File: src/hdl/frf_pkg.sv
`timescale 1ns / 1ps

package frf_pkg;

	// Ring geometry; the depth must stay a power of two so that the low
	// counter bits address the store directly.
	localparam int RING_DEPTH   = 64;
	localparam int PAYLOAD_BITS = 64;

	localparam int ADDR_W    = $clog2(RING_DEPTH);
	localparam int FILL_W    = $clog2(RING_DEPTH + 1);
	localparam int CNT_W     = 32;
	localparam int PAYLOAD_W = 64;

	typedef enum logic {
		REQ_PUSH = 1'b0,
		REQ_POP  = 1'b1
	} req_type_t;

	typedef logic [CNT_W-1:0]        cnt_t;
	typedef logic [FILL_W-1:0]       fill_t;
	typedef logic [ADDR_W-1:0]       addr_t;
	typedef logic [PAYLOAD_BITS-1:0] entry_t;

endpackage

File: src/hdl/frf_if.sv
`timescale 1ns / 1ps

interface frf_req_if;
	logic                          valid;
	logic                          ready;
	logic                          req_type;
	logic [frf_pkg::PAYLOAD_W-1:0] push_payload;

	modport source (output valid, output req_type, output push_payload, input ready);
	modport sink   (input valid, input req_type, input push_payload, output ready);
endinterface

interface frf_rsp_if;
	logic                          valid;
	logic                          ready;
	logic                          ok;
	logic [frf_pkg::PAYLOAD_W-1:0] pop_payload;
	logic [frf_pkg::CNT_W-1:0]     pop_capture_seq;
	logic [frf_pkg::FILL_W-1:0]    fill_level;
	logic [frf_pkg::CNT_W-1:0]     drops;
	logic [frf_pkg::FILL_W-1:0]    peak_fill;

	modport source (output valid, output ok, output pop_payload, output pop_capture_seq,
		output fill_level, output drops, output peak_fill, input ready);
	modport sink   (input valid, input ok, input pop_payload, input pop_capture_seq,
		input fill_level, input drops, input peak_fill, output ready);
endinterface

File: src/hdl/frame_ring_fifo_with_drop_stats.sv
`timescale 1ns / 1ps

// Responses are registered, valid the cycle after acceptance. Throughput: one
// request per cycle unless responses stall; the store has one write and one
// registered read port, and the response register doubles as the read stage.
// Reset (arst_n, async low) clears counters, header_valid and the response
// valid; the frame store is not cleared and needs no clearing pass.
module frame_ring_fifo_with_drop_stats (
	input  logic         clk,
	input  logic         arst_n,
	input  logic         cfg_wr_en,
	input  logic         cfg_wr_data,
	frf_req_if.sink      req,
	frf_rsp_if.source    rsp
);

	frf_pkg::entry_t frame_mem [frf_pkg::RING_DEPTH];

	frf_pkg::cnt_t  wr_cnt_q;
	frf_pkg::cnt_t  rd_cnt_q;
	frf_pkg::cnt_t  drop_q;
	frf_pkg::fill_t peak_q;
	logic           hdr_valid_q;

	logic            valid_s1;
	logic            ok_s1;
	logic            pop_ok_s1;
	frf_pkg::cnt_t   seq_s1;
	frf_pkg::fill_t  fill_s1;
	frf_pkg::cnt_t   drops_s1;
	frf_pkg::fill_t  peak_s1;
	frf_pkg::entry_t rd_data_s1;

	logic           accept;
	logic           is_pop;
	logic           full;
	logic           empty;
	logic           push_ok;
	logic           push_drop;
	logic           pop_ok;
	frf_pkg::fill_t fill_cur;
	frf_pkg::fill_t fill_push;
	frf_pkg::cnt_t  wr_cnt_nxt;
	frf_pkg::cnt_t  rd_cnt_nxt;
	frf_pkg::cnt_t  drop_nxt;
	frf_pkg::fill_t peak_nxt;
	frf_pkg::fill_t fill_nxt;

	assign req.ready = !valid_s1 || rsp.ready;
	assign accept    = req.valid && req.ready;
	assign is_pop    = (req.req_type == frf_pkg::REQ_POP);

	// Occupancy never exceeds the depth, so the low bits of the difference hold it.
	assign fill_cur  = frf_pkg::FILL_W'(wr_cnt_q - rd_cnt_q);
	assign full      = (fill_cur == frf_pkg::FILL_W'(frf_pkg::RING_DEPTH));
	assign empty     = (wr_cnt_q == rd_cnt_q);
	assign fill_push = fill_cur + frf_pkg::FILL_W'(1);

	assign push_ok   = hdr_valid_q && !is_pop && !full;
	assign push_drop = hdr_valid_q && !is_pop && full;
	assign pop_ok    = hdr_valid_q && is_pop && !empty;

	always_comb begin
		wr_cnt_nxt = push_ok ? wr_cnt_q + frf_pkg::CNT_W'(1) : wr_cnt_q;
		rd_cnt_nxt = pop_ok ? rd_cnt_q + frf_pkg::CNT_W'(1) : rd_cnt_q;
		drop_nxt   = push_drop ? drop_q + frf_pkg::CNT_W'(1) : drop_q;
		peak_nxt   = (push_ok && fill_push > peak_q) ? fill_push : peak_q;
		fill_nxt   = frf_pkg::FILL_W'(wr_cnt_nxt - rd_cnt_nxt);
	end

	always_ff @(posedge clk or negedge arst_n) begin
		if (!arst_n) begin
			hdr_valid_q <= 1'b0;
		end else if (cfg_wr_en) begin
			hdr_valid_q <= cfg_wr_data;
		end
	end

	always_ff @(posedge clk or negedge arst_n) begin
		if (!arst_n) begin
			wr_cnt_q <= '0;
			rd_cnt_q <= '0;
			drop_q   <= '0;
			peak_q   <= '0;
			valid_s1 <= 1'b0;
		end else begin
			if (accept) begin
				wr_cnt_q <= wr_cnt_nxt;
				rd_cnt_q <= rd_cnt_nxt;
				drop_q   <= drop_nxt;
				peak_q   <= peak_nxt;
				valid_s1 <= 1'b1;
			end else if (rsp.ready) begin
				valid_s1 <= 1'b0;
			end
		end
	end

	// Response fields; hold while the consumer stalls.
	always_ff @(posedge clk) begin
		if (accept) begin
			ok_s1     <= push_ok || pop_ok;
			pop_ok_s1 <= pop_ok;
			seq_s1    <= rd_cnt_q + frf_pkg::CNT_W'(1);
			fill_s1   <= fill_nxt;
			drops_s1  <= drop_nxt;
			peak_s1   <= peak_nxt;
		end
	end

	// Frame store: one write port, one registered read port.
	always_ff @(posedge clk) begin
		if (accept && push_ok) begin
			frame_mem[frf_pkg::addr_t'(wr_cnt_q[frf_pkg::ADDR_W-1:0])] <=
				req.push_payload[frf_pkg::PAYLOAD_BITS-1:0];
		end
		if (accept && pop_ok) begin
			rd_data_s1 <= frame_mem[frf_pkg::addr_t'(rd_cnt_q[frf_pkg::ADDR_W-1:0])];
		end
	end

	assign rsp.valid           = valid_s1;
	assign rsp.ok              = ok_s1;
	assign rsp.pop_payload     = pop_ok_s1 ? frf_pkg::PAYLOAD_W'(rd_data_s1) : '0;
	assign rsp.pop_capture_seq = pop_ok_s1 ? seq_s1 : '0;
	assign rsp.fill_level      = fill_s1;
	assign rsp.drops           = drops_s1;
	assign rsp.peak_fill       = peak_s1;

`ifndef SYNTHESIS
	a_fill_bound: assert property (@(posedge clk) disable iff (!arst_n)
		fill_cur <= frf_pkg::FILL_W'(frf_pkg::RING_DEPTH))
		else $error("ring occupancy above depth");

	a_peak_covers_fill: assert property (@(posedge clk) disable iff (!arst_n)
		peak_q >= fill_cur)
		else $error("high-water mark below current fill");

	a_pop_advance: assert property (@(posedge clk) disable iff (!arst_n)
		accept && pop_ok |=> rd_cnt_q == $past(rd_cnt_q) + frf_pkg::CNT_W'(1))
		else $error("read counter did not advance on pop");

	a_drop_count: assert property (@(posedge clk) disable iff (!arst_n)
		accept && push_drop |=> drop_q == $past(drop_q) + frf_pkg::CNT_W'(1)
			&& wr_cnt_q == $past(wr_cnt_q))
		else $error("refused push not counted as drop");

	a_rsp_hold: assert property (@(posedge clk) disable iff (!arst_n)
		valid_s1 && !rsp.ready |=> valid_s1 && $stable(fill_s1) && $stable(drops_s1))
		else $error("stalled response lost");
`endif

endmodule

File: src/flat_wrapper.sv
// flat-port wrapper written by rule: the top's interface ports become plain ports
module frame_ring_fifo_with_drop_stats_flat 
  (clk, arst_n, cfg_wr_en, cfg_wr_data, req_valid, req_req_type, req_push_payload, req_ready, rsp_valid, rsp_ok, rsp_pop_payload, rsp_pop_capture_seq, rsp_fill_level, rsp_drops, rsp_peak_fill, rsp_ready);
  frf_req_if req_i ();
  frf_rsp_if rsp_i ();
  input  logic clk;
  input  logic arst_n;
  input  logic cfg_wr_en;
  input  logic cfg_wr_data;
  input wire logic [$bits(req_i.valid)-1:0] req_valid;
  input wire logic [$bits(req_i.req_type)-1:0] req_req_type;
  input wire logic [$bits(req_i.push_payload)-1:0] req_push_payload;
  output wire logic [$bits(req_i.ready)-1:0] req_ready;
  output wire logic [$bits(rsp_i.valid)-1:0] rsp_valid;
  output wire logic [$bits(rsp_i.ok)-1:0] rsp_ok;
  output wire logic [$bits(rsp_i.pop_payload)-1:0] rsp_pop_payload;
  output wire logic [$bits(rsp_i.pop_capture_seq)-1:0] rsp_pop_capture_seq;
  output wire logic [$bits(rsp_i.fill_level)-1:0] rsp_fill_level;
  output wire logic [$bits(rsp_i.drops)-1:0] rsp_drops;
  output wire logic [$bits(rsp_i.peak_fill)-1:0] rsp_peak_fill;
  input wire logic [$bits(rsp_i.ready)-1:0] rsp_ready;
  assign req_i.valid = req_valid;
  assign req_i.req_type = req_req_type;
  assign req_i.push_payload = req_push_payload;
  assign req_ready = req_i.ready;
  assign rsp_valid = rsp_i.valid;
  assign rsp_ok = rsp_i.ok;
  assign rsp_pop_payload = rsp_i.pop_payload;
  assign rsp_pop_capture_seq = rsp_i.pop_capture_seq;
  assign rsp_fill_level = rsp_i.fill_level;
  assign rsp_drops = rsp_i.drops;
  assign rsp_peak_fill = rsp_i.peak_fill;
  assign rsp_i.ready = rsp_ready;
  frame_ring_fifo_with_drop_stats u_core (.clk(clk), .arst_n(arst_n), .cfg_wr_en(cfg_wr_en), .cfg_wr_data(cfg_wr_data), .req(req_i), .rsp(rsp_i));
endmodule
File: config.mk
export PLATFORM = sky130hd
export DESIGN_NAME = frame_ring_fifo_with_drop_stats_flat
export DESIGN_NICKNAME = d
export VERILOG_FILES = /design/src/hdl/frf_pkg.sv /design/src/hdl/frf_if.sv /design/src/hdl/frame_ring_fifo_with_drop_stats.sv /design/src/flat_wrapper.sv
export SDC_FILE = /design/constraint.sdc
export NUM_CORES = 2
export LEC_CHECK = 0
export BUFFER_PORTS_ARGS = -buffer_cell sky130_fd_sc_hd__buf_2
export CAP_MARGIN = 10
export CORE_AREA = 10 10 664 470
export DETAILED_ROUTE_END_ITERATION = 10
export DIE_AREA = 0 0 674 480
export PLACE_DENSITY_LB_ADDON = 0.1
export RECOVER_POWER = 50
export SLEW_MARGIN = 30
export SYNTH_ARGS = -nofsm -noshare
export SYNTH_HDL_FRONTEND = slang
export SYNTH_SLANG_ARGS = --single-unit
File: constraint.sdc
create_clock -name clk -period 7.9 [get_ports clk]
set_input_delay 1.58 -clock clk [delete_from_list [all_inputs] [get_ports clk]]
set_output_delay 1.58 -clock clk [all_outputs]
set_load 0.03 [all_outputs]
==> flow_metrics.env <==
export IMPL_num_vias=78750
export IMPL_intPower_uw=44720
export IMPL_yosys_most_used_dff="edfxtp_1"
export IMPL_ir_drop_v=0.0004100
export IMPL_drv_cap=70
export IMPL_ctsHoldBuffers=0
export IMPL_placementRows=168
export IMPL_initial_core_util=0.5593
export IMPL_cp_arrival_ns=7.13
export IMPL_hold_violations=0
export IMPL_clock_sinks=4345
export IMPL_finalNetCount=7440
export IMPL_slew_violations=4345
export IMPL_critPathMaxStageDelay_ns=2.76
export IMPL_holdWs_ns=0.4904
export IMPL_synth_edf_count=4240
export IMPL_layout_drive_gt1_share=0.3055
export IMPL_end_kind="flip-flop"
export IMPL_grt_start_max_net_pins=148
export IMPL_antenna_found_initial=32
export IMPL_die_h_um=480
export IMPL_critPathSlowestCell="clkbuf_1"
export IMPL_comb_power_share=0.252
export IMPL_viasPerCell=6.751
export IMPL_start_kind="flip-flop"
export IMPL_fin_setup_tns_ns=0
export IMPL_fin_skew_ns=0.04950
export IMPL_status="complete, but fails checks"
export IMPL_gr_usage_all_layers=0.2682
export IMPL_place_congestion=0.7834
export IMPL_die_w_um=674
export IMPL_finalCritPeriodShare=0.8196
export IMPL_dp_worst_setup_slack_ns=1.972
export IMPL_violations="capacitance limit, slew limit"
export IMPL_power_frac_clock=0.322
export IMPL_syn_nets=6958
export IMPL_worst_setup_path_type="reg -> reg"
export IMPL_grt_pass1_vias=77040
export IMPL_avgSynthCellArea_sq_um=24.34
export IMPL_fmax_mhz=154.4
export IMPL_syn_area_sq_um=167000
export IMPL_rsz0062_at_grt="no"
export IMPL_grt_overflow=0
export IMPL_dpl_hpwl_um=230600
export IMPL_io_buffers=215
export IMPL_clk_path_buf_depth=4
export IMPL_insertion_delay_ns=0.94
export IMPL_seq_power_share=0.426
export IMPL_setup_slack_ns=1.425
export IMPL_drt_iter0_markers=11460
export IMPL_grt_pass1_wl_um=612200
export IMPL_cts_root_buffer_cell="clkbuf_16"
export IMPL_yosysSeqAreaShare=0.7779
export IMPL_power_per_cell_area_nw_per_um2=326.0
export IMPL_cts_setup_buffers=0
export IMPL_ys_warnings_count=0
export IMPL_multi_input_area_sq_um=36000
export IMPL_netlist_area_leader_share=0.7622
export IMPL_drt_pass1_iter_count=7
export IMPL_ys_ff_latch=4345
export IMPL_ys_async_sr_fraction=0.02417
export IMPL_p_leak_uw=0.05892
export IMPL_timing_critical_path_mode_cell="o21ai_0"
export IMPL_syn_inst=6862
export IMPL_seq_area_sq_um=130000
export IMPL_fin_crit_ns=6.475
export IMPL_path_cells="clkbuf_1 > nand3_1 > o21ai_0 > o21ai_0 > nor2_1 > ha_1 > a21oi_1 > maj3_1 > o21bai_1 > xnor2_1"
export IMPL_cp_top_family="buffers and inverters"
export IMPL_pin_count=216
export IMPL_worstMarginPinSlew_ns=3.869
export IMPL_required_ns=8.56
export IMPL_critPathBufInv=1
export IMPL_drc=0
export IMPL_switching_power_uw=16520
export IMPL_final_core_util=0.6289
export IMPL_min_path_type="reg -> reg"
export IMPL_synth_area_leader_cell="edfxtp_1"
export IMPL_p_sw_frac=0.2698
export IMPL_ant_nets=0
export IMPL_finalSetupViolCount=0
export IMPL_route_detailed_wl_per_inst_um=37.32
export IMPL_cts_resized_gates=0
export IMPL_clk_pin_slew_ns=0.06
export IMPL_numCtsBuffers=403
export IMPL_totalWireLength_um=435400
export IMPL_maxSlewHeadroom=-1.579
export IMPL_cts_tree="yes"
export IMPL_core_area_sq_um=298700
export IMPL_ys_top_cells_by_area="edfxtp_1, mux4_2, dfrtp_1, clkbuf_1, xnor2_1"
export IMPL_die_area_sq_um=323500
export IMPL_fillCellCount=19820
export IMPL_htreeDepth=5
export IMPL_path_max_fanout=57
export IMPL_synth_distinct_cells=65
export IMPL_area_growth_pct=12.46
registers in the layout, summed over array words and instances, names as in the netlist, 7 cells and up:
name / flops
u_core.frame_mem: 4096
u_core.rd_data_s1: 64
u_core.drop_q: 32
u_core.rd_cnt_q: 32
u_core.rsp.drops: 32
u_core.seq_s1: 32
u_core.wr_cnt_q: 32
u_core.peak_q: 7
u_core.rsp.fill_level: 7
u_core.rsp.peak_fill: 7
cells in the final DEF, fill, tap and decap left out, drive strengths merged, types with 7 or more instances in the layout:
master    count
inv          35
or3          12
nand4        30
bufinv       53
xor2         96
and3         28
nand3        47
nor4         11
mux2         16
and2        105
clkinvlp     21
nand2        78
clkinv      160
clkbuf      617
ha           23
xnor2       108
edfxtp     4240
and4          7
nor2        120
o21ai        13
nor3         24
nand2b        8
buf         308
dfrtp       105
mux4       1344
metal layers:
layer  track usage  wire, um
met3       0.05026     43300
met4       0.06153     10900
met2        0.3952    197800
met5             0        76
met1        0.4237    183300
stage by stage:
stage	instances	cell area (sq um)	power, uW
6_report	11670	187900	61240
5_1_grt	11660	187800	63280
4_1_cts	11650	187800	61550
3_5_place_dp	10920	174600	41980
3_3_place_gp	10910	174200	41940
2_1_floorplan	6862	167100	37350
layout make-up:
class	count	share of cell area
inverters	26	0.0006327
flip-flops and latches	4345	0.6918
clock inverters	243	0.01409
multi-input cells	2126	0.1916
diodes	6	0.00007993
repair buffers	442	0.01866
clock buffers	483	0.05646
well taps	3995	0.02661
power groups by stage:
stage / Sequential [uW] / Combinational (uW) / Clock (uW)
after global routing: 26100 / 16300 / 20900
after global placement: 26500 / 15400 / 0
after detailed placement: 26500 / 15500 / 0
after CTS: 26000 / 15500 / 20000
after floorplan: 26300 / 11000 / 0
final: 26100 / 15500 / 19700
logic make-up after synthesis:
logic type / Yosys count / synth area share
adder cells (fa/ha/maj): 26 / 0.002022
AO/OA/AOI/OAI: 44 / 0.002165
AND/OR/NAND/NOR: 490 / 0.01537
buffers and inverters: 391 / 0.009385
flip-flops: 4345 / 0.7779
multiplexers: 1362 / 0.1824
XOR/XNOR: 204 / 0.01074
worst paths after layout:
kind	slack, ns	to	startpoint	depth (start not counted)
worst max register to register	1.43	u_core.rsp.fill_level[6]	u_core.rd_cnt_q[1]	10
worst min register to register	0.49	u_core.wr_cnt_q[31]	u_core.wr_cnt_q[31]	1
max in group asynchronous	4.34	u_core.rd_cnt_q[1]	arst_n	2
min in group asynchronous	1.52	u_core.drop_q[20]	arst_n	1
worst min-delay path	0.49	u_core.wr_cnt_q[31]	u_core.wr_cnt_q[31]	1
worst max-delay path	1.43	u_core.rsp.fill_level[6]	u_core.rd_cnt_q[1]	10
synth_stat cells, types with 4 or more instances:
| library cell | instances |
|---|---|
| edfxtp_1 | 4240 |
| mux4_2 | 1344 |
| clkbuf_1 | 254 |
| nor2_1 | 120 |
| xnor2_1 | 108 |
| and2_1 | 105 |
| dfrtp_1 | 105 |
| xor2_1 | 95 |
| nand2_1 | 78 |
| buf_2 | 76 |
| nand3_1 | 47 |
| buf_1 | 33 |
| nand4_1 | 29 |
| and3_1 | 28 |
| ha_1 | 23 |
| inv_1 | 21 |
| nor3_1 | 19 |
| mux2_2 | 16 |
| o21ai_0 | 12 |
| or3_1 | 12 |
| nor4_1 | 11 |
| nand2b_1 | 8 |
| and4_1 | 7 |
| nor2b_1 | 5 |
| inv_2 | 4 |
| nor3_2 | 4 |
(Power assumes the default switching activity.)
